**src/rtl/core/jsc_pkg.sv**
```systemverilog
`timescale 1ns / 1ps

package jsc_pkg;

    localparam int MAX_DEPTH = 32;
    localparam int LEVEL_W   = $clog2(MAX_DEPTH + 1);
    localparam int IDX_W     = (MAX_DEPTH > 1) ? $clog2(MAX_DEPTH) : 1;

    typedef enum logic [4:0] {
        ST_TOP, ST_END, ST_OBJ_START, ST_OBJ_COLON, ST_OBJ_VALUE, ST_OBJ_AFTER,
        ST_ARR_START, ST_ARR_AFTER, ST_STR, ST_ESC, ST_HEX1, ST_HEX2, ST_HEX3, ST_HEX4,
        ST_LIT, ST_N_SIGN, ST_N_ZERO, ST_N_INT, ST_N_DOT, ST_N_FRAC, ST_N_EXP,
        ST_N_EXPSIGN, ST_N_EXPDIG, ST_ERR
    } state_t;

    // byte classes
    localparam logic [2:0] CLS_WS     = 3'd0;
    localparam logic [2:0] CLS_STRUCT = 3'd1;
    localparam logic [2:0] CLS_KEY    = 3'd2;
    localparam logic [2:0] CLS_STR    = 3'd3;
    localparam logic [2:0] CLS_NUM    = 3'd4;
    localparam logic [2:0] CLS_LIT    = 3'd5;

    // completed value kinds
    localparam logic [3:0] KIND_NONE  = 4'd0;
    localparam logic [3:0] KIND_STR   = 4'd1;
    localparam logic [3:0] KIND_INT   = 4'd2;
    localparam logic [3:0] KIND_REAL  = 4'd3;
    localparam logic [3:0] KIND_OBJ   = 4'd4;
    localparam logic [3:0] KIND_ARR   = 4'd5;
    localparam logic [3:0] KIND_TRUE  = 4'd6;

    // error codes
    localparam logic [3:0] ERR_NONE     = 4'd0;
    localparam logic [3:0] ERR_TOP      = 4'd1;
    localparam logic [3:0] ERR_KEY      = 4'd2;
    localparam logic [3:0] ERR_COLON    = 4'd3;
    localparam logic [3:0] ERR_SEP      = 4'd4;
    localparam logic [3:0] ERR_VALUE    = 4'd5;
    localparam logic [3:0] ERR_ESC      = 4'd6;
    localparam logic [3:0] ERR_HEX      = 4'd7;
    localparam logic [3:0] ERR_LIT      = 4'd8;
    localparam logic [3:0] ERR_DIGIT    = 4'd9;
    localparam logic [3:0] ERR_OVERFLOW = 4'd10;
    localparam logic [3:0] ERR_TRAIL    = 4'd11;
    localparam logic [3:0] ERR_EOF      = 4'd12;

    // literal kinds as stored
    localparam logic [1:0] LK_NONE  = 2'd0;
    localparam logic [1:0] LK_TRUE  = 2'd1;
    localparam logic [1:0] LK_FALSE = 2'd2;
    localparam logic [1:0] LK_NULL  = 2'd3;

    localparam logic [7:0] CH_NUL    = 8'h00;
    localparam logic [7:0] CH_TAB    = 8'h09;
    localparam logic [7:0] CH_LF     = 8'h0A;
    localparam logic [7:0] CH_SPACE  = 8'h20;
    localparam logic [7:0] CH_QUOTE  = 8'h22;
    localparam logic [7:0] CH_PLUS   = 8'h2B;
    localparam logic [7:0] CH_COMMA  = 8'h2C;
    localparam logic [7:0] CH_MINUS  = 8'h2D;
    localparam logic [7:0] CH_DOT    = 8'h2E;
    localparam logic [7:0] CH_SLASH  = 8'h2F;
    localparam logic [7:0] CH_ZERO   = 8'h30;
    localparam logic [7:0] CH_COLON  = 8'h3A;
    localparam logic [7:0] CH_UE     = 8'h45;
    localparam logic [7:0] CH_LBRACK = 8'h5B;
    localparam logic [7:0] CH_BSLASH = 8'h5C;
    localparam logic [7:0] CH_RBRACK = 8'h5D;
    localparam logic [7:0] CH_A      = 8'h61;
    localparam logic [7:0] CH_B      = 8'h62;
    localparam logic [7:0] CH_E      = 8'h65;
    localparam logic [7:0] CH_F      = 8'h66;
    localparam logic [7:0] CH_L      = 8'h6C;
    localparam logic [7:0] CH_N      = 8'h6E;
    localparam logic [7:0] CH_R      = 8'h72;
    localparam logic [7:0] CH_S      = 8'h73;
    localparam logic [7:0] CH_T      = 8'h74;
    localparam logic [7:0] CH_U      = 8'h75;
    localparam logic [7:0] CH_LBRACE = 8'h7B;
    localparam logic [7:0] CH_RBRACE = 8'h7D;

    function automatic logic is_ws(input logic [7:0] c);
        return (c == CH_SPACE) || (c == CH_LF) || (c == CH_TAB);
    endfunction

    function automatic logic is_digit(input logic [7:0] c);
        return (c >= 8'h30) && (c <= 8'h39);
    endfunction

    function automatic logic is_hex(input logic [7:0] c);
        return is_digit(c) || ((c >= 8'h61) && (c <= 8'h66)) || ((c >= 8'h41) && (c <= 8'h46));
    endfunction

    // k: 0 true, 1 false, 2 null (3 unused)
    function automatic logic [2:0] lit_len(input logic [1:0] k);
        return (k == 2'd1) ? 3'd4 : 3'd3;
    endfunction

    function automatic logic [7:0] lit_char(input logic [1:0] k, input logic [1:0] p);
        logic [7:0] ch;
        unique case ({k, p})
            4'b00_00: ch = CH_R;
            4'b00_01: ch = CH_U;
            4'b00_10: ch = CH_E;
            4'b01_00: ch = CH_A;
            4'b01_01: ch = CH_L;
            4'b01_10: ch = CH_S;
            4'b01_11: ch = CH_E;
            4'b10_00: ch = CH_U;
            4'b10_01: ch = CH_L;
            4'b10_10: ch = CH_L;
            default:  ch = CH_NUL;
        endcase
        return ch;
    endfunction

endpackage

```
**src/rtl/core/jsc_stream_if.sv**
```systemverilog
`timescale 1ns / 1ps

interface jsc_byte_if;
    logic       valid;
    logic       ready;
    logic [7:0] data_byte;
    logic       end_of_doc;

    modport source (output valid, data_byte, end_of_doc, input ready);
    modport sink   (input valid, data_byte, end_of_doc, output ready);
endinterface

interface jsc_result_if;
    logic       valid;
    logic       ready;
    logic [2:0] byte_class;
    logic [5:0] depth;
    logic       value_done;
    logic [3:0] value_kind;
    logic [3:0] error_code;
    logic       accepted;
    logic       last_result;

    modport source (output valid, byte_class, depth, value_done, value_kind, error_code,
                    accepted, last_result, input ready);
    modport sink   (input valid, byte_class, depth, value_done, value_kind, error_code,
                    accepted, last_result, output ready);
endinterface

```
**src/rtl/core/json_syntax_checker_core.sv**
```systemverilog
`timescale 1ns / 1ps
// A word accepted at the input passes the input register, then the result register, and
// leaves as its result word; one word in and one word out every cycle when nothing stalls.
// Throughput is set by the combinational state update between the two registers.
// Reset (rst_n low, asynchronous) empties both registers and returns the parser to the
// top-level start; the container stack holds no reset and is only read after a push.
module json_syntax_checker_core
(
    input  logic                clk,
    input  logic                rst_n,
    jsc_byte_if.sink            bytes,
    jsc_result_if.source        results
);
    import jsc_pkg::*;

    // input register
    logic                 in_valid_reg, in_valid_next;
    logic [7:0]           byte_reg;
    logic                 eod_reg;

    // parser state
    state_t               state_reg, state_next;
    logic [LEVEL_W-1:0]   level_reg, level_next;
    logic [MAX_DEPTH-1:0] stack_reg;
    logic [2:0]           lit_prog_reg, lit_prog_next;
    logic [1:0]           lit_kind_reg, lit_kind_next;
    logic                 real_reg, real_next;
    logic                 key_reg, key_next;
    logic [3:0]           sticky_reg, sticky_next;

    // result register
    logic                 out_valid_reg, out_valid_next;
    logic [2:0]           cls_reg, cls_next;
    logic [5:0]           depth_reg, depth_next;
    logic                 done_reg, done_next;
    logic [3:0]           kind_reg, kind_next;
    logic [3:0]           err_reg, err_next;
    logic                 acc_reg, acc_next;
    logic                 last_reg, last_next;

    logic                 adv;
    logic                 work;

    // per-byte transition
    state_t               step_state;
    logic [LEVEL_W-1:0]   step_level;
    logic [2:0]           step_lit_prog;
    logic [1:0]           step_lit_kind;
    logic                 step_real;
    logic                 step_key;
    logic [2:0]           step_cls;
    logic                 step_done;
    logic [3:0]           step_kind;
    logic                 step_fail;
    logic [3:0]           step_code;
    logic                 push_en;
    logic                 push_arr;

    state_t               after_cur;
    state_t               after_pop;
    logic [IDX_W-1:0]     top_idx;
    logic [IDX_W-1:0]     under_idx;
    logic [1:0]           lit_k;

    state_t               mid_state;
    logic [3:0]           mid_sticky;
    logic                 fin_fail;

    assign adv         = !out_valid_reg || results.ready;
    assign work        = in_valid_reg && adv;
    assign bytes.ready = !in_valid_reg || adv;

    assign top_idx   = IDX_W'(level_reg - LEVEL_W'(1));
    assign under_idx = IDX_W'(level_reg - LEVEL_W'(2));
    assign after_cur = (level_reg == '0) ? ST_END :
                       (stack_reg[top_idx] ? ST_ARR_AFTER : ST_OBJ_AFTER);
    assign after_pop = (level_reg <= LEVEL_W'(1)) ? ST_END :
                       (stack_reg[under_idx] ? ST_ARR_AFTER : ST_OBJ_AFTER);
    assign lit_k     = (lit_kind_reg != LK_NONE) ? 2'(lit_kind_reg - 2'd1) : 2'd0;

    always_comb
    begin
        state_t view;
        logic   num_held;
        logic   enter;
        logic   open_req;
        logic   open_arr;
        logic   close_req;
        logic   close_arr;

        step_state    = state_reg;
        step_level    = level_reg;
        step_lit_prog = lit_prog_reg;
        step_lit_kind = lit_kind_reg;
        step_real     = real_reg;
        step_key      = key_reg;
        step_cls      = CLS_WS;
        step_done     = 1'b0;
        step_kind     = KIND_NONE;
        step_fail     = 1'b0;
        step_code     = ERR_NONE;
        push_en       = 1'b0;
        push_arr      = 1'b0;
        view          = state_reg;
        num_held      = 1'b0;
        enter         = 1'b0;
        open_req      = 1'b0;
        open_arr      = 1'b0;
        close_req     = 1'b0;
        close_arr     = 1'b0;

        if (state_reg != ST_ERR)
        begin
            if (byte_reg == CH_NUL && level_reg != '0)
            begin
                step_fail = 1'b1;
                step_code = ERR_EOF;
            end
            else
            begin
                // numbers end on the delimiter, which is then parsed in the after-value state
                if (state_reg == ST_N_ZERO || state_reg == ST_N_INT ||
                    state_reg == ST_N_FRAC || state_reg == ST_N_EXPDIG)
                begin
                    if (state_reg != ST_N_ZERO && is_digit(byte_reg))
                    begin
                        step_cls = CLS_NUM;
                        num_held = 1'b1;
                    end
                    else if ((state_reg == ST_N_ZERO || state_reg == ST_N_INT) &&
                             byte_reg == CH_DOT)
                    begin
                        step_real  = 1'b1;
                        step_state = ST_N_DOT;
                        step_cls   = CLS_NUM;
                        num_held   = 1'b1;
                    end
                    else if (state_reg != ST_N_EXPDIG && (byte_reg == CH_E || byte_reg == CH_UE))
                    begin
                        step_state = ST_N_EXP;
                        step_cls   = CLS_NUM;
                        num_held   = 1'b1;
                    end
                    else
                    begin
                        step_done  = 1'b1;
                        step_kind  = real_reg ? KIND_REAL : KIND_INT;
                        step_real  = 1'b0;
                        step_state = after_cur;
                        view       = after_cur;
                    end
                end

                if (!num_held)
                begin
                    if (view <= ST_ARR_AFTER && is_ws(byte_reg))
                    begin
                        step_cls = CLS_WS;
                    end
                    else
                    begin
                        unique case (view)
                            ST_TOP:
                            begin
                                if (byte_reg == CH_LBRACE || byte_reg == CH_LBRACK)
                                begin
                                    open_req = 1'b1;
                                    open_arr = (byte_reg == CH_LBRACK);
                                end
                                else
                                begin
                                    step_fail = 1'b1;
                                    step_code = ERR_TOP;
                                end
                            end
                            ST_END:
                            begin
                                step_fail = 1'b1;
                                step_code = ERR_TRAIL;
                            end
                            ST_OBJ_START:
                            begin
                                if (byte_reg == CH_QUOTE)
                                begin
                                    step_state = ST_STR;
                                    step_key   = 1'b1;
                                    step_cls   = CLS_KEY;
                                end
                                else if (byte_reg == CH_RBRACE)
                                begin
                                    close_req = 1'b1;
                                end
                                else
                                begin
                                    step_fail = 1'b1;
                                    step_code = ERR_KEY;
                                end
                            end
                            ST_OBJ_COLON:
                            begin
                                if (byte_reg == CH_COLON)
                                begin
                                    step_state = ST_OBJ_VALUE;
                                    step_cls   = CLS_STRUCT;
                                end
                                else
                                begin
                                    step_fail = 1'b1;
                                    step_code = ERR_COLON;
                                end
                            end
                            ST_OBJ_VALUE:
                            begin
                                enter = 1'b1;
                            end
                            ST_OBJ_AFTER, ST_ARR_AFTER:
                            begin
                                if (byte_reg == CH_COMMA)
                                begin
                                    step_state = (view == ST_ARR_AFTER) ? ST_ARR_START
                                                                         : ST_OBJ_START;
                                    step_cls   = CLS_STRUCT;
                                end
                                else if (view == ST_OBJ_AFTER && byte_reg == CH_RBRACE)
                                begin
                                    close_req = 1'b1;
                                end
                                else if (view == ST_ARR_AFTER && byte_reg == CH_RBRACK)
                                begin
                                    close_req = 1'b1;
                                    close_arr = 1'b1;
                                end
                                else
                                begin
                                    step_fail = 1'b1;
                                    step_code = ERR_SEP;
                                end
                            end
                            ST_ARR_START:
                            begin
                                if (byte_reg == CH_RBRACK)
                                begin
                                    close_req = 1'b1;
                                    close_arr = 1'b1;
                                end
                                else
                                begin
                                    enter = 1'b1;
                                end
                            end
                            ST_STR:
                            begin
                                step_cls = key_reg ? CLS_KEY : CLS_STR;
                                if (byte_reg == CH_QUOTE)
                                begin
                                    if (key_reg)
                                    begin
                                        step_key   = 1'b0;
                                        step_state = ST_OBJ_COLON;
                                    end
                                    else
                                    begin
                                        step_done  = 1'b1;
                                        step_kind  = KIND_STR;
                                        step_state = after_cur;
                                    end
                                end
                                else if (byte_reg == CH_BSLASH)
                                begin
                                    step_state = ST_ESC;
                                end
                            end
                            ST_ESC:
                            begin
                                step_cls = key_reg ? CLS_KEY : CLS_STR;
                                if (byte_reg == CH_QUOTE || byte_reg == CH_BSLASH ||
                                    byte_reg == CH_SLASH || byte_reg == CH_B ||
                                    byte_reg == CH_F || byte_reg == CH_N ||
                                    byte_reg == CH_R || byte_reg == CH_T)
                                begin
                                    step_state = ST_STR;
                                end
                                else if (byte_reg == CH_U)
                                begin
                                    step_state = ST_HEX1;
                                end
                                else
                                begin
                                    step_fail = 1'b1;
                                    step_code = ERR_ESC;
                                end
                            end
                            ST_HEX1, ST_HEX2, ST_HEX3, ST_HEX4:
                            begin
                                step_cls = key_reg ? CLS_KEY : CLS_STR;
                                if (is_hex(byte_reg))
                                begin
                                    step_state = (view == ST_HEX4) ? ST_STR : state_t'(view + 5'd1);
                                end
                                else
                                begin
                                    step_fail = 1'b1;
                                    step_code = ERR_HEX;
                                end
                            end
                            ST_LIT:
                            begin
                                step_cls = CLS_LIT;
                                if (lit_prog_reg < lit_len(lit_k) &&
                                    byte_reg == lit_char(lit_k, lit_prog_reg[1:0]))
                                begin
                                    step_lit_prog = lit_prog_reg + 3'd1;
                                    if (lit_prog_reg + 3'd1 == lit_len(lit_k))
                                    begin
                                        step_done     = 1'b1;
                                        step_kind     = KIND_TRUE + 4'(lit_k);
                                        step_lit_prog = 3'd0;
                                        step_lit_kind = LK_NONE;
                                        step_state    = after_cur;
                                    end
                                end
                                else
                                begin
                                    step_fail = 1'b1;
                                    step_code = ERR_LIT;
                                end
                            end
                            ST_N_SIGN:
                            begin
                                step_cls = CLS_NUM;
                                if (byte_reg == CH_ZERO)
                                begin
                                    step_state = ST_N_ZERO;
                                end
                                else if (is_digit(byte_reg))
                                begin
                                    step_state = ST_N_INT;
                                end
                                else
                                begin
                                    step_fail = 1'b1;
                                    step_code = ERR_DIGIT;
                                end
                            end
                            ST_N_DOT, ST_N_EXPSIGN:
                            begin
                                step_cls = CLS_NUM;
                                if (is_digit(byte_reg))
                                begin
                                    step_state = (view == ST_N_DOT) ? ST_N_FRAC : ST_N_EXPDIG;
                                end
                                else
                                begin
                                    step_fail = 1'b1;
                                    step_code = ERR_DIGIT;
                                end
                            end
                            ST_N_EXP:
                            begin
                                step_cls = CLS_NUM;
                                if (byte_reg == CH_PLUS || byte_reg == CH_MINUS)
                                begin
                                    step_state = ST_N_EXPSIGN;
                                end
                                else if (is_digit(byte_reg))
                                begin
                                    step_state = ST_N_EXPDIG;
                                end
                                else
                                begin
                                    step_fail = 1'b1;
                                    step_code = ERR_DIGIT;
                                end
                            end
                            default:
                            begin
                                step_cls = CLS_WS;
                            end
                        endcase

                        if (enter)
                        begin
                            if (byte_reg == CH_QUOTE)
                            begin
                                step_state = ST_STR;
                                step_key   = 1'b0;
                                step_cls   = CLS_STR;
                            end
                            else if (byte_reg == CH_MINUS)
                            begin
                                step_state = ST_N_SIGN;
                                step_real  = 1'b0;
                                step_cls   = CLS_NUM;
                            end
                            else if (byte_reg == CH_ZERO)
                            begin
                                step_state = ST_N_ZERO;
                                step_real  = 1'b0;
                                step_cls   = CLS_NUM;
                            end
                            else if (is_digit(byte_reg))
                            begin
                                step_state = ST_N_INT;
                                step_real  = 1'b0;
                                step_cls   = CLS_NUM;
                            end
                            else if (byte_reg == CH_LBRACE || byte_reg == CH_LBRACK)
                            begin
                                open_req = 1'b1;
                                open_arr = (byte_reg == CH_LBRACK);
                            end
                            else if (byte_reg == CH_T || byte_reg == CH_F || byte_reg == CH_N)
                            begin
                                step_lit_kind = (byte_reg == CH_T) ? LK_TRUE :
                                                (byte_reg == CH_F) ? LK_FALSE : LK_NULL;
                                step_lit_prog = 3'd0;
                                step_state    = ST_LIT;
                                step_cls      = CLS_LIT;
                            end
                            else
                            begin
                                step_fail = 1'b1;
                                step_code = ERR_VALUE;
                            end
                        end

                        if (open_req)
                        begin
                            if (level_reg >= LEVEL_W'(MAX_DEPTH))
                            begin
                                step_fail = 1'b1;
                                step_code = ERR_OVERFLOW;
                            end
                            else
                            begin
                                push_en    = 1'b1;
                                push_arr   = open_arr;
                                step_level = level_reg + LEVEL_W'(1);
                                step_state = open_arr ? ST_ARR_START : ST_OBJ_START;
                                step_cls   = CLS_STRUCT;
                            end
                        end

                        if (close_req)
                        begin
                            if (level_reg != '0)
                            begin
                                step_level = level_reg - LEVEL_W'(1);
                            end
                            step_cls   = CLS_STRUCT;
                            step_done  = 1'b1;
                            step_kind  = close_arr ? KIND_ARR : KIND_OBJ;
                            step_state = after_pop;
                        end
                    end
                end
            end
        end

        if (step_fail)
        begin
            step_cls  = CLS_WS;
            step_done = 1'b0;
            step_kind = KIND_NONE;
        end
    end

    // end-of-document check on top of the byte's own transition
    always_comb
    begin
        mid_state  = step_fail ? ST_ERR : step_state;
        mid_sticky = (step_fail && sticky_reg == ERR_NONE) ? step_code : sticky_reg;
        fin_fail   = eod_reg && mid_sticky == ERR_NONE && mid_state != ST_END;
    end

    // next state
    always_comb
    begin
        in_valid_next  = bytes.ready ? bytes.valid : in_valid_reg;
        out_valid_next = adv ? in_valid_reg : out_valid_reg;
        state_next     = state_reg;
        level_next     = level_reg;
        lit_prog_next  = lit_prog_reg;
        lit_kind_next  = lit_kind_reg;
        real_next      = real_reg;
        key_next       = key_reg;
        sticky_next    = sticky_reg;
        if (work)
        begin
            if (eod_reg)
            begin
                state_next    = ST_TOP;
                level_next    = '0;
                lit_prog_next = 3'd0;
                lit_kind_next = LK_NONE;
                real_next     = 1'b0;
                key_next      = 1'b0;
                sticky_next   = ERR_NONE;
            end
            else
            begin
                state_next    = mid_state;
                level_next    = step_level;
                lit_prog_next = step_lit_prog;
                lit_kind_next = step_lit_kind;
                real_next     = step_real;
                key_next      = step_key;
                sticky_next   = mid_sticky;
            end
        end
    end

    // result word
    always_comb
    begin
        cls_next   = fin_fail ? CLS_WS : step_cls;
        done_next  = fin_fail ? 1'b0 : step_done;
        kind_next  = fin_fail ? KIND_NONE : step_kind;
        depth_next = 6'(step_level);
        err_next   = fin_fail ? ERR_EOF : mid_sticky;
        acc_next   = eod_reg && mid_sticky == ERR_NONE && mid_state == ST_END;
        last_next  = eod_reg;
    end

    always_ff @(posedge clk or negedge rst_n)
    begin
        if (!rst_n)
        begin
            in_valid_reg  <= 1'b0;
            out_valid_reg <= 1'b0;
            state_reg     <= ST_TOP;
            level_reg     <= '0;
            lit_prog_reg  <= 3'd0;
            lit_kind_reg  <= LK_NONE;
            real_reg      <= 1'b0;
            key_reg       <= 1'b0;
            sticky_reg    <= ERR_NONE;
        end
        else
        begin
            in_valid_reg  <= in_valid_next;
            out_valid_reg <= out_valid_next;
            state_reg     <= state_next;
            level_reg     <= level_next;
            lit_prog_reg  <= lit_prog_next;
            lit_kind_reg  <= lit_kind_next;
            real_reg      <= real_next;
            key_reg       <= key_next;
            sticky_reg    <= sticky_next;
        end
    end

    always_ff @(posedge clk)
    begin
        if (bytes.ready && bytes.valid)
        begin
            byte_reg <= bytes.data_byte;
            eod_reg  <= bytes.end_of_doc;
        end
        if (work && push_en)
        begin
            stack_reg[level_reg[IDX_W-1:0]] <= push_arr;
        end
        if (work)
        begin
            cls_reg   <= cls_next;
            depth_reg <= depth_next;
            done_reg  <= done_next;
            kind_reg  <= kind_next;
            err_reg   <= err_next;
            acc_reg   <= acc_next;
            last_reg  <= last_next;
        end
    end

    assign results.valid       = out_valid_reg;
    assign results.byte_class  = cls_reg;
    assign results.depth       = depth_reg;
    assign results.value_done  = done_reg;
    assign results.value_kind  = kind_reg;
    assign results.error_code  = err_reg;
    assign results.accepted    = acc_reg;
    assign results.last_result = last_reg;

    a_level_bound: assert property (@(posedge clk) disable iff (!rst_n)
        level_reg <= LEVEL_W'(MAX_DEPTH))
        else $error("stack level beyond maximum depth");

    a_err_sticky: assert property (@(posedge clk) disable iff (!rst_n)
        state_reg == ST_ERR |-> sticky_reg != ERR_NONE)
        else $error("error state without recorded error code");

    a_doc_restart: assert property (@(posedge clk) disable iff (!rst_n)
        work && eod_reg |=> state_reg == ST_TOP && level_reg == '0 && sticky_reg == ERR_NONE)
        else $error("parser not restarted after final word");

    a_accept_clean: assert property (@(posedge clk) disable iff (!rst_n)
        out_valid_reg && acc_reg |-> last_reg && err_reg == ERR_NONE)
        else $error("acceptance on a non-final or failed word");

    a_kind_done: assert property (@(posedge clk) disable iff (!rst_n)
        out_valid_reg && !done_reg |-> kind_reg == KIND_NONE)
        else $error("value kind without completed value");

endmodule
```
**src/flat_wrapper.sv**
```systemverilog
// flat-port wrapper written by rule: the top's interface ports become plain ports
module json_syntax_checker_core_flat import jsc_pkg::*;
  (clk, rst_n, bytes_valid, bytes_data_byte, bytes_end_of_doc, bytes_ready, results_valid, results_byte_class, results_depth, results_value_done, results_value_kind, results_error_code, results_accepted, results_last_result, results_ready);
  jsc_byte_if bytes_i ();
  jsc_result_if results_i ();
  input  logic clk;
  input  logic rst_n;
  input wire logic [$bits(bytes_i.valid)-1:0] bytes_valid;
  input wire logic [$bits(bytes_i.data_byte)-1:0] bytes_data_byte;
  input wire logic [$bits(bytes_i.end_of_doc)-1:0] bytes_end_of_doc;
  output wire logic [$bits(bytes_i.ready)-1:0] bytes_ready;
  output wire logic [$bits(results_i.valid)-1:0] results_valid;
  output wire logic [$bits(results_i.byte_class)-1:0] results_byte_class;
  output wire logic [$bits(results_i.depth)-1:0] results_depth;
  output wire logic [$bits(results_i.value_done)-1:0] results_value_done;
  output wire logic [$bits(results_i.value_kind)-1:0] results_value_kind;
  output wire logic [$bits(results_i.error_code)-1:0] results_error_code;
  output wire logic [$bits(results_i.accepted)-1:0] results_accepted;
  output wire logic [$bits(results_i.last_result)-1:0] results_last_result;
  input wire logic [$bits(results_i.ready)-1:0] results_ready;
  assign bytes_i.valid = bytes_valid;
  assign bytes_i.data_byte = bytes_data_byte;
  assign bytes_i.end_of_doc = bytes_end_of_doc;
  assign bytes_ready = bytes_i.ready;
  assign results_valid = results_i.valid;
  assign results_byte_class = results_i.byte_class;
  assign results_depth = results_i.depth;
  assign results_value_done = results_i.value_done;
  assign results_value_kind = results_i.value_kind;
  assign results_error_code = results_i.error_code;
  assign results_accepted = results_i.accepted;
  assign results_last_result = results_i.last_result;
  assign results_i.ready = results_ready;
  json_syntax_checker_core u_core (.clk(clk), .rst_n(rst_n), .bytes(bytes_i), .results(results_i));
endmodule
```
**config.mk**
```make
export PLATFORM = sky130hd
export DESIGN_NAME = json_syntax_checker_core_flat
export DESIGN_NICKNAME = d
export VERILOG_FILES = /design/src/rtl/core/jsc_pkg.sv /design/src/rtl/core/jsc_stream_if.sv /design/src/rtl/core/json_syntax_checker_core.sv /design/src/flat_wrapper.sv
export SDC_FILE = /design/constraint.sdc
export NUM_CORES = 1
export LEC_CHECK = 0
export BUFFER_PORTS_ARGS = -buffer_cell sky130_fd_sc_hd__buf_2
export CORE_MARGIN = 2
export CORE_UTILIZATION = 25
export CTS_BUF_LIST = sky130_fd_sc_hd__clkbuf_8
export CTS_CLUSTER_SIZE = 28
export DETAILED_ROUTE_END_ITERATION = 8
export SETUP_SLACK_MARGIN = 0.05
export SLEW_MARGIN = 20
export SYNTH_ARGS = -nofsm -noshare
export SYNTH_HDL_FRONTEND = slang
export SYNTH_SLANG_ARGS = --single-unit
```
**constraint.sdc**
```tcl
create_clock -name clk -period 5.4 [get_ports clk]
set_clock_uncertainty 0.1 [all_clocks]
set_input_delay 0.27 -clock clk [delete_from_list [all_inputs] [get_ports clk]]
set_output_delay 0.27 -clock clk [all_outputs]
set_load 0.01 [all_outputs]
```
==> results of run 1 <==
==> repair_timing <==
| action | in CTS | in global routing |
|---|---|---|
| endpoints found under the setup margin | 11 | 13 |
| endpoints found under the hold margin | 34 | 0 |
| resized for setup | 4 | 52 |
| cloned | 1 | 0 |
| pin swaps | 1 | 15 |
| setup buffers | 0 | 10 |
| hold buffers | 11 | 0 |
==> cell type report <==
| type | instances | area [µm²] | area share |
|---|---|---|---|
| sequential | 85 | 2430 | 0.279 |
| multi-input combinational | 625 | 4540 | 0.521 |
| clock buffer | 9 | 124 | 0.0142 |
| timing repair buffer | 134 | 960 | 0.110 |
| tap | 378 | 473 | 0.0543 |
| clock inverter | 6 | 96.3 | 0.0111 |
| inverter | 24 | 90.1 | 0.0103 |
==> worst max-delay path by stage <==
stage / slack [ps] / end / cells after the start
after floorplan: 80 / u_core.results.byte_class[2]$_SDFFCE_PP0P_ / 25
after global placement: -120 / u_core.results.value_done$_SDFFCE_PP0P_ / 20
after detailed placement: -50 / u_core.results.value_kind[0]$_SDFFCE_PP0P_ / 20
after CTS: 60 / u_core.results.value_kind[0]$_SDFFCE_PP0P_ / 22
after global routing: -20 / u_core.results.value_done$_SDFFCE_PP0P_ / 22
final: 170 / u_core.results.value_done$_SDFFCE_PP0P_ / 21
==> critical path, delay by kind of cell (launching register included) <==
kind / cells / cell delay [ps]
flops: 1 / 370
buf+inv: 3 / 380
fa+ha+maj: 2 / 530
compound gates: 10 / 2090
simple gates: 4 / 820
mux: 2 / 770
==> layout by cell type, fill, tap and decap left out, types with 21 or more instances in the layout <==
master / count
sky130_fd_sc_hd__inv_1: 21
sky130_fd_sc_hd__a21oi_1: 39
sky130_fd_sc_hd__dfrtp_1: 24
sky130_fd_sc_hd__o21ai_0: 45
sky130_fd_sc_hd__nor2_1: 87
sky130_fd_sc_hd__buf_2: 34
sky130_fd_sc_hd__buf_4: 86
sky130_fd_sc_hd__nand2_1: 63
sky130_fd_sc_hd__edfxtp_1: 61
sky130_fd_sc_hd__nand3_1: 25
==> metrics by stage <==
stage               std cells   util  area [µm²]  total power [mW]  hold WS (ps)
global route             1261  0.314        8710              3.81          62.9
detailed placement       1224  0.290        8060              2.78           256
floorplan                 786      -        7100              2.02          -126
CTS                      1251  0.303        8420              3.35          60.3
global placement         1224  0.290        8060              2.84           259
finish                   1261  0.314        8710              3.63          83.9
==> routing by layer <==
| metal | up-vias | part of all wire | global-route usage | wire length [µm] |
|---|---|---|---|---|
| li1 | 3193 | - | - | - |
| met3 | 90 | 0.086 | 0.0389 | 2260 |
| met4 | 0 | 0.055 | 0.0932 | 1440 |
| met5 | - | 0 | 0 | 0 |
| met2 | 360 | 0.42 | 0.264 | 10900 |
| met1 | 3296 | 0.44 | 0.246 | 11600 |
==> power breakdown <==
group	total (mW)	switching (mW)	internal, mW
clock	0.516	0.253	0.264
sequential	0.829	0.0574	0.772
combinational	2.29	1.40	0.892
==> cell families after synthesis <==
logic type | Yosys count | synth area share
xor+xnor | 16 | 0.0210
simple gates | 318 | 0.235
buf+inv | 77 | 0.0494
mux | 33 | 0.0711
flops | 85 | 0.346
compound gates | 236 | 0.240
fa+ha+maj | 21 | 0.0373
==> impl_summary.md, run 1 <==
Floorplan
The die is 172 µm wide. The vertical extent of the die is ~170 µm. The number of rows in the core area is 61. The total I/O pin count is 35. The core region is 27800 µm².

The die covers 29500 µm². The initial core utilization is 0.253.

Logic synthesis
The async set-or-reset flop fraction in the synthesized netlist is 0.282. The count of warnings emitted by yosys is 0. Summed over all instances, the cell type with the most area after synthesis is sky130_fd_sc_hd__edfxtp_1.

The number of storage elements in the synthesis netlist is 85. The portion of synthesized cell area occupied by the leading cell type is 0.260. The main flop type after synthesis is sky130_fd_sc_hd__edfxtp_1. The mean instance size in the synthesized netlist is a little under 9 µm².

The synthesized design contains 61 enable-type register cells. After synthesis the cells add up to 7040 µm². The number of nets produced by synthesis is 820. The commonest cells after synthesis are sky130_fd_sc_hd__nor2_1, sky130_fd_sc_hd__nand2_1, sky130_fd_sc_hd__edfxtp_1, sky130_fd_sc_hd__o21ai_0, sky130_fd_sc_hd__a21oi_1.

The leading cell type by number of instances after synthesis is sky130_fd_sc_hd__nor2_1. After synthesis, the cell types taking the most area are sky130_fd_sc_hd__edfxtp_1, sky130_fd_sc_hd__dfrtp_1, sky130_fd_sc_hd__nor2_1. The number of different library cells used by synthesis comes to 96. The count of mapped cells out of synthesis is ~790. The share of the Yosys chip area taken by registers is 0.346.

Global route
The first-pass GRT wire length is 40.0 mm. The via count of the first global-routing pass was 6651. For this run, the total global-route usage over all layers was measured as 0.180.

Global routing finished with a remaining overflow of 0. The pin count of the biggest net entering global routing is 33. The initial antenna violation count is 0.

Layout
The repair_antennas step left the layout with diodes totalling 0. The net count of the finished layout is around 900. From synthesis to final layout, the design area changed by 23.8%. The register with the most flip-flops in the layout has 32 of them. Of the cells placed in the final design, the portion with a size suffix greater than 1 is 0.254. Fill cells in the final layout number 2944.

Placement
During placement, the flow inserted port buffers numbering 34. Before CTS, the worst setup slack after placement is -54.0 ps. The detailed-placement wirelength estimate is 20.0 mm. The congestion estimate from routability-driven global placement came to 1.02.

STA
The tightest slew margin relative to the limit is 0.180. The final clock period utilization by the worst path is 0.968. For the pin with the worst max-slew slack, the measured transition is 1220 ps. The final worst setup slack is 171 ps. The count of final max-slew check failures came to 0. Setup repair after global routing could not meet its margin everywhere. The final total negative setup slack is 0 ps. The post-route minimum period is roughly 5200 ps. Setup violations remaining at the end of the flow were counted as 0. For this run, the top clock speed supported by timing is approximately 190 MHz.

The final number of hold-violating endpoints was 0.

Power
The peak ir drop on the vdd network is 0.185 mV. The leakage power is 3.18 nW. In this run the power density over the cells is around 420 nW/µm².

Worst setup path
The origin of the critical flop-to-flop path is u_core.level_reg[1]$_DFFE_PN0P_. The biggest fanout along the worst timing path is 7. At the worst endpoint, the arrival time is 5360 ps. The data required time at the worst endpoint is 5530 ps. The stage delay of the slowest cell on the critical path is roughly 530 ps. The worst reg2reg path endpoint is u_core.results.value_done$_SDFFCE_PP0P_. STA classifies the critical path endpoint as a register. The critical path startpoint category is a register. The path depth of the worst reg2reg path is 21. The highest-delay cell along the critical path is sky130_fd_sc_hd__or4b_4.

Setup slack on the worst reg-to-reg path comes out at ~170 ps. The critical path is of the reg2reg type. The critical path goes through inv_2, ha_4, mux2_4, mux4_2, o21a_1, o21ai_2, nor2_1, a21o_1, buf_4, ha_4, nor2_4, nor2_4, a32oi_4, o21ai_2, a21o_1, or4b_4, buf_6, o21ai_4, o211ai_4, a2111o_1, a21oi_1. The launching element of the worst setup path is u_core.level_reg[1]$_DFFE_PN0P_.

Run status
The run finished with clean final reports.

Route
The wire length reported by the detailed router is 26.2 mm. The number of nets with antenna violations after routing is 0. In the routed layout, each cell is associated on average with a via count of 5.50. The violation count after the first detailed-routing iteration is 603.

In the routed design, unresolved DRC markers number 0. Summing over every cut layer, the via total after detailed routing is 6939. Dividing the detail-routed wire length by the instance count gives 20.8 µm. The number of iterations in the first detailed-routing pass is 8.

Clock network
The total CTS buffers is 9. The maximum level of the CTS H-tree is 3. The clock tree root buffer cell is sky130_fd_sc_hd__clkbuf_8.

The tree built by TritonCTS fans out to 85 sinks. The register clock-pin slew on the reported worst setup and hold paths is 90 ps. TritonCTS built the clock tree. The maximum buffer depth of the clock tree is 2. The clock latency reported for the late side of the worst-skew pair is between 300 and 400 ps.

Min path
In this run the most critical hold path is launched from results_ready. For hold timing, the worst endpoint is u_core.results.valid$_DFFE_PN0P_. The class of the worst hold path is in2reg. The depth of the worst hold-timing path is 3.

Run
The number of max-capacitance violations reported is 0.
Power figures use the tool's default switching activity.
==> inputs of run 2 (changes only) <==
- CORE_UTILIZATION: 25 -> 30
==> run 2 against run 1 <==
Net effect: total power down 5.8%; clock power up 3%; sequential power about the same; largest power group unchanged; flip-flop and latch count unchanged; global-route usage up 2.0 points; critical path depth unchanged; first-iteration DRC count up 41%; worst hold slack worse by 9.3 ps; die area down 16%; via count up 1.7%; wire length down 5.8%; maximum frequency down 0.38%.
==> impl_summary.md, run 2 (synthesized netlist as in run 1, its figures left out) <==
Placement
The routability congestion estimate from global placement is 1.06. The detailed-placement wirelength estimate is 18.5 mm. Input and output buffers added on the ports amount to 34. The post-detailed-placement cell area is 7940 µm².

Layout
The leading cell type in the layout, fill and taps excluded is sky130_fd_sc_hd__nor2_1. The net count of the finished layout is 907. The final instance area is 8500 µm². The final antenna diode count is 0. The register with the most flip-flops in the layout has 32 of them.

The share of layout cells above drive strength 1 is 0.240. In the layout the commonest cells are sky130_fd_sc_hd__nor2_1, sky130_fd_sc_hd__buf_4, sky130_fd_sc_hd__nand2_1. Compared with the post-synthesis result, the final layout area differs by 20.7%.

Clock network
The number of clock buffers added by TritonCTS is 9. The maximum buffer depth of the clock tree is 2. TritonCTS built the clock tree. The clock tree root buffer cell is sky130_fd_sc_hd__clkbuf_8.

The register clock-pin slew on the reported worst setup and hold paths is 100 ps. The clock net in this run drives a total of 85 sinks. The maximum level of the CTS H-tree is 3. The clock latency reported for the late side of the worst-skew pair is between 300 and 400 ps.

Power
The clock network fraction of design power is 0.155. Summed over all cells, the static leakage comes to 3.13 nW. VDD sags by at most 0.184 mV. The share of total power in sequential cells is 0.242. Cell internal power was estimated by the tool at ~1.8 mW.

Of the total power, combinational logic draws 0.603. The fraction of power spent switching nets is 0.464. For this design the total switching power over the nets is 1.59 mW. The total power density per cell area is about 400 nW/µm².

STA
Headroom to the max-slew limit came out at 0.461. The highest clock frequency the design can meet is 191 MHz. The count of final max-slew check failures is 0. The final number of hold-violating endpoints is 0.

The slew at the pin closest to its max-slew limit is about 810 ps. Final hold analysis gives a worst-case slack of 74.6 ps. Of the available clock period, the critical path in the final layout requires 0.972. The post-route minimum period is 5250 ps. The number of endpoints failing setup at the final stage is 0.

Setup repair after global routing could not meet its margin everywhere.

Worst setup path
The critical path startpoint category is a register. For this run, the slowest stage of the critical path takes 540 ps. The worst setup path category is reg2reg. The sum of buffers and inverters on the critical path is 3. The launching element of the worst setup path is u_core.level_reg[1]$_DFFE_PN0P_.

The most numerous cell type found on the critical path is sky130_fd_sc_hd__nor2_1. For the worst setup path, the data arrival time is 5370 ps. The highest-delay cell along the critical path is sky130_fd_sc_hd__or4b_1. The biggest fanout along the worst timing path is 6. The worst setup path is captured at a register. Among cell families on the critical path, the largest total delay comes from compound AO/OA/AOI/OAI gates. The worst register-to-register path begins at u_core.level_reg[1]$_DFFE_PN0P_.

The signal on the critical path passes through inv_2, ha_4, mux2_2, mux4_2, o21a_1, o21ai_2, nor2_1, a21o_1, ha_2, inv_1, nor2_1, ha_1, and2_1, a31oi_4, o32ai_1, or4b_1, buf_4, o21ai_4, o211ai_4, a2111o_1, a21oi_1. At the worst endpoint, the required time is about 5500 ps.

Floorplan
Pin placement for this block handled 35 I/O pins. The die covers 24700 µm². The die is 157 µm wide. The placeable core area is 23300 µm². For this configuration, the core starts out at a cell density of 0.302.

Measured along the y axis, the die boundary spans between 150 and 200 µm. The number of rows in the core area is 56.

Route
The remaining routing DRC violations is 0. The number of nets with antenna violations after routing is 0. The wire length reported by the detailed router is 24.7 mm. After detailed routing, the number of vias per cell comes to around 5.9. For this block, the initial DRC count from the detailed router was 853.

In the final routed layout, each cell accounts on average for 20.7 µm. Across all layers, the routed design uses 7054 vias. For this run, the detailed router's first-pass iteration total came to 5.

Global route
The pin count of the biggest net entering global routing is 34. The initial antenna violation count is 1. The total track usage is 0.200. The total overflow reported by the global router is 0.

The via count of the first global-routing pass is 6495. The first global-routing pass estimated between 30 and 40 mm of wire.

Run status
The run finished with clean final reports.

Min path
The hold path startpoint is results_ready. The class of the worst hold path is in2reg.

Run
The number of max-capacitance violations reported is 0.
[run 2: per-layer routing]
metal,GRT usage,routed length (µm)
met5,0,0
met4,0.0909,1130
met3,0.0377,2260
met2,0.293,10600
met1,0.284,10800
[run 2: power by group through the flow]
stage / clock network (mW) / registers [mW] / logic (mW)
detailed placement: 0 / 0.840 / 1.85
global route: 0.568 / 0.835 / 2.18
floorplan: 0 / 0.826 / 1.19
CTS: 0.548 / 0.825 / 1.89
global placement: 0 / 0.840 / 1.88
finish: 0.531 / 0.828 / 2.06
[run 2: timing repair]
item | in CTS | in global routing
gates resized for setup | 4 | 29
setup endpoints to repair | 11 | 13
pin swaps | 1 | 8
cloned | 1 | 0
setup buffers | 1 | 8
hold buffers | 11 | 0
endpoints found under the hold margin | 34 | 0
[run 2: tightest hold or removal path, delay by kind of cell]
kind | cells | cell delay, ps
buffers and inverters | 1 | 80
AND/OR/NAND/NOR | 2 | 160
[run 2: final timing paths]
path / end / slack [ps] / cells after the start
setup / recovery: u_core.results.value_kind[1]$_SDFFCE_PP0P_ / 150 / 21
hold / removal: u_core.results.valid$_DFFE_PN0P_ / 70 / 3
setup reg to reg: u_core.results.value_kind[1]$_SDFFCE_PP0P_ / 150 / 21
hold reg to reg: u_core.real_reg$_DFFE_PN0P_ / 400 / 2
max in group asynchronous: u_core.state_reg[3]$_DFFE_PN0P_ / 4380 / 2
min in group asynchronous: u_core.sticky_reg[3]$_DFFE_PN0P_ / 360 / 2
[run 2: layout make-up]
type | instances | area [µm²]
fill | 2420 | 14800
multi-input combinational | 625 | 4440
sequential | 85 | 2430
timing repair buffer | 128 | 901
tap | 319 | 399
clock buffer | 10 | 138
clock inverter | 6 | 92.6
inverter | 24 | 90.1
[run 2: metrics by stage]
step | util | setup TNS, ps | setup WS, ps | cells | power [mW]
floorplan | - | 0 | 80.3 | 786 | 2.02
global placement | 0.341 | 0 | 121 | 1160 | 2.72
detailed placement | 0.341 | -102 | -44.5 | 1160 | 2.68
CTS | 0.358 | 0 | 62.7 | 1189 | 3.27
global route | 0.365 | -21.0 | -21.0 | 1197 | 3.58
finish | 0.365 | 0 | 152 | 1197 | 3.42
==> inputs of run 3 (changes only) <==
- PLACE_DENSITY: default -> 0.5
==> run 3 against run 2 <==
Net effect: first-iteration DRC count decreased by 24%; total power increased by 1.5%; global-route usage increased by 1.4 points; critical path type unchanged; flip-flop and latch count unchanged; via count decreased by 0.43%; cell area increased by 0.72%.
==> impl_summary.md, run 3 (synthesized netlist as in run 1, its figures left out) <==
Layout
The share of layout cells above drive strength 1 is 0.249. The post-layout net count is 922. The multi-input combinational cells in the finished layout cover a total of 4420 µm². Leaving out fill and tap cells, the most frequent cells in the layout are sky130_fd_sc_hd__buf_4, sky130_fd_sc_hd__nor2_1, sky130_fd_sc_hd__nand2_1. The sequential cells in the finished layout cover a total of 2430 µm². The register with the most flip-flops in the layout has 32 of them. The non-filler instance count after layout is 1212. The filler cells instantiated in the layout total approximately 2400. The final antenna diode count is 0. The leading cell type in the layout, fill and taps excluded is sky130_fd_sc_hd__buf_4.

The synthesis-to-layout area growth is 21.6%.

Route
After detailed routing, the number of vias per cell comes to 5.80. After detailed routing, the average wire length per cell comes to 21.6 µm. Once detail routing completed, the nets flagged for antenna violations numbered 0. The number of iterations in the first detailed-routing pass is 5.

The wire length reported by the detailed router is 26.2 mm. For this block, the via count after detailed routing is approximately 7000. For this run, design rule violations remaining after detail routing come to 0. The violation count after the first detailed-routing iteration is 651.

Global route
The via count of the first global-routing pass was 6642. The peak-usage layer in the global routing report is met2. The met1 global-route usage is 0.311. The initial antenna violation count is 0.

For this run the aggregate overflow at the end of global routing stands at 0. In the global route stage, met2 resource usage came out at 0.312. The first global-routing pass estimated 40.0 mm of wire. Across every metal layer, demand over resource in global routing totals 0.214.

The pin count of the biggest net entering global routing is 33. The routing usage on met3 is 0.0399.

Placement
The cell count after placement is approximately 1200. During placement, the flow inserted port buffers numbering 34. Detailed placement finished with a half-perimeter wire length of approximately 20 mm. The routability congestion estimate from global placement is 0.978.

Clock network
The clock latency reported for the late side of the worst-skew pair is 370 ps. The maximum level of the CTS H-tree is 3. No sink is reached through more buffers than the 2 on the longest clock path.

The total CTS buffers is 9. Clock-pin slew was measured on the worst setup and hold paths at 90 ps. The clock net in this run drives a total of 85 sinks. The tree is rooted in a sky130_fd_sc_hd__clkbuf_8.

TritonCTS built the clock tree.

Worst setup path
The stage delay of the slowest cell on the critical path is 550 ps. At the worst endpoint, the required time is 5520 ps. The critical path's top delay family is compound AO/OA/AOI/OAI gates.

For this design, the slowest cell found on the critical path is sky130_fd_sc_hd__or4b_4. At the worst endpoint, the arrival time is 5330 ps. STA classifies the critical path startpoint as a register. The worst setup path category is reg2reg. The sum of buffers and inverters on the critical path is 2. STA classifies the critical path endpoint as a register. Of all nets on the critical path, the largest fanout is 8. The most frequent cell on the critical path is sky130_fd_sc_hd__mux2_2. Walking the worst path, the cells encountered are inv_2, ha_4, mux2_2, mux4_2, o21a_1, o21ai_2, nor2_1, a21o_1, ha_2, a21oi_4, nor3_1, mux2_2, a31o_1, or4b_4, buf_4, o21ai_4, o211ai_2, a2111o_1, a21oi_1.

STA
Setup violations remaining at the end of the flow were counted as 0. The count of final max-slew check failures is 0. At the pin with the least slew margin, the transition time is between 700 and 800 ps. The worst pin sits at a relative slew slack of 0.488. The post-route worst hold slack is 82.8 ps. Setup repair after global routing left no endpoint under its margin. Derived from the worst setup path, the maximum achievable clock frequency is 192 MHz. After routing, the total negative slack on setup checks comes to 0 ps.

Of the available clock period, the critical path in the final layout requires 0.964. The final number of hold-violating endpoints came to 0. The post-route minimum period is 5210 ps.

Floorplan
The vertical extent of the die is around 160 µm. The area enclosed by the die boundary is 24700 µm². The die width is 157 µm.

The region available for standard cell placement spans 23300 µm². The initial core utilization is 0.302. Pin placement for this block handled 35 I/O pins. After floorplanning, the core was divided into 56 placement rows.

Power
Across the VDD grid, the largest voltage drop is between 0.2 and 0.25 mV. The total power density per cell area is 406 nW/µm². For this design the static power due to leakage is 3.20 nW.

Run status
The run finished with clean final reports.

Min path
The class of the worst hold path is in2reg.

Run
Across the run, the number of max-cap violations was 0.
## run 3: cell types whose count changed in the layout (fill, tap and decap cells not counted), sizes merged
cell,change
buf,+16
bufinv,-1
inv,-2
clkinv,+4
clkinvlp,-1
clkbuf,-1
## run 3: repair_timing
| action | CTS | global route |
|---|---|---|
| hold endpoints to repair | 34 | 0 |
| gates cloned | 1 | 0 |
| setup buffers | 0 | 7 |
| endpoints found under the setup margin | 11 | 13 |
| hold buffers | 11 | 0 |
| resized for setup | 4 | 26 |
| pin swaps | 1 | 9 |
## run 3: cell type report
cell class,instances,share of cell area
well taps,319,0.0466
multi-input cells,625,0.516
flip-flops and latches,85,0.284
clock buffers,10,0.0161
repair buffers,143,0.119
inverters,24,0.0105
clock inverters,6,0.00731
## run 3: per-stage QoR
| step | setup WS, ps | instance area, µm² | utilization | total power, mW |
|---|---|---|---|---|
| after floorplan | 80.3 | 7100 | - | 2.02 |
| after global placement | -153 | 8070 | 0.347 | 2.84 |
| after detailed placement | -132 | 8070 | 0.347 | 2.80 |
| after CTS | 67.9 | 8420 | 0.362 | 3.32 |
| after global routing | 27.4 | 8560 | 0.368 | 3.64 |
| final | 195 | 8560 | 0.368 | 3.48 |
## run 3: final timing paths
check	end	startpoint	slack [ps]	depth (start not counted)
worst max-delay path	u_core.results.value_kind[0]$_SDFFCE_PP0P_	u_core.level_reg[1]$_DFFE_PN0P_	190	19
worst min-delay path	u_core.results.valid$_DFFE_PN0P_	results_ready	80	3
worst max register to register	u_core.results.value_kind[0]$_SDFFCE_PP0P_	u_core.level_reg[1]$_DFFE_PN0P_	190	19
worst min register to register	u_core.results.valid$_DFFE_PN0P_	u_core.in_valid_reg$_DFFE_PN0N_	420	1
max in group asynchronous	u_core.state_reg[4]$_DFFE_PN0P_	rst_n	4450	2
min in group asynchronous	u_core.lit_prog_reg[1]$_DFFE_PN0P_	rst_n	330	2
## run 3: power by group
part,switching [mW],total (mW),internal (mW)
sequential,0.0503,0.823,0.772
clock,0.248,0.474,0.226
combinational,1.34,2.18,0.836
total,1.64,3.48,1.83
## run 3: worst reg2reg max path, cell delays in order, from the launching register on
cell and delay, ps:
sky130_fd_sc_hd__dfrtp_1 370, sky130_fd_sc_hd__inv_2 70, sky130_fd_sc_hd__ha_4 330, sky130_fd_sc_hd__mux2_2 340, sky130_fd_sc_hd__mux4_2 460, sky130_fd_sc_hd__o21a_1 180
sky130_fd_sc_hd__o21ai_2 150, sky130_fd_sc_hd__nor2_1 70, sky130_fd_sc_hd__a21o_1 200, sky130_fd_sc_hd__ha_2 260, sky130_fd_sc_hd__a21oi_4 220, sky130_fd_sc_hd__nor3_1 100
sky130_fd_sc_hd__mux2_2 290, sky130_fd_sc_hd__a31o_1 230, sky130_fd_sc_hd__or4b_4 550, sky130_fd_sc_hd__buf_4 180, sky130_fd_sc_hd__o21ai_4 130, sky130_fd_sc_hd__o211ai_2 150
sky130_fd_sc_hd__a2111o_1 480, sky130_fd_sc_hd__a21oi_1 190
## run 3: metal layers
metal | part of all wire | wire, µm | vias to the layer above
li1 | - | - | 3214
met2 | 0.43 | 11200 | 380
met1 | 0.46 | 12000 | 3357
met4 | 0.035 | 920 | 0
met5 | 0 | 0 | -
met3 | 0.080 | 2100 | 73
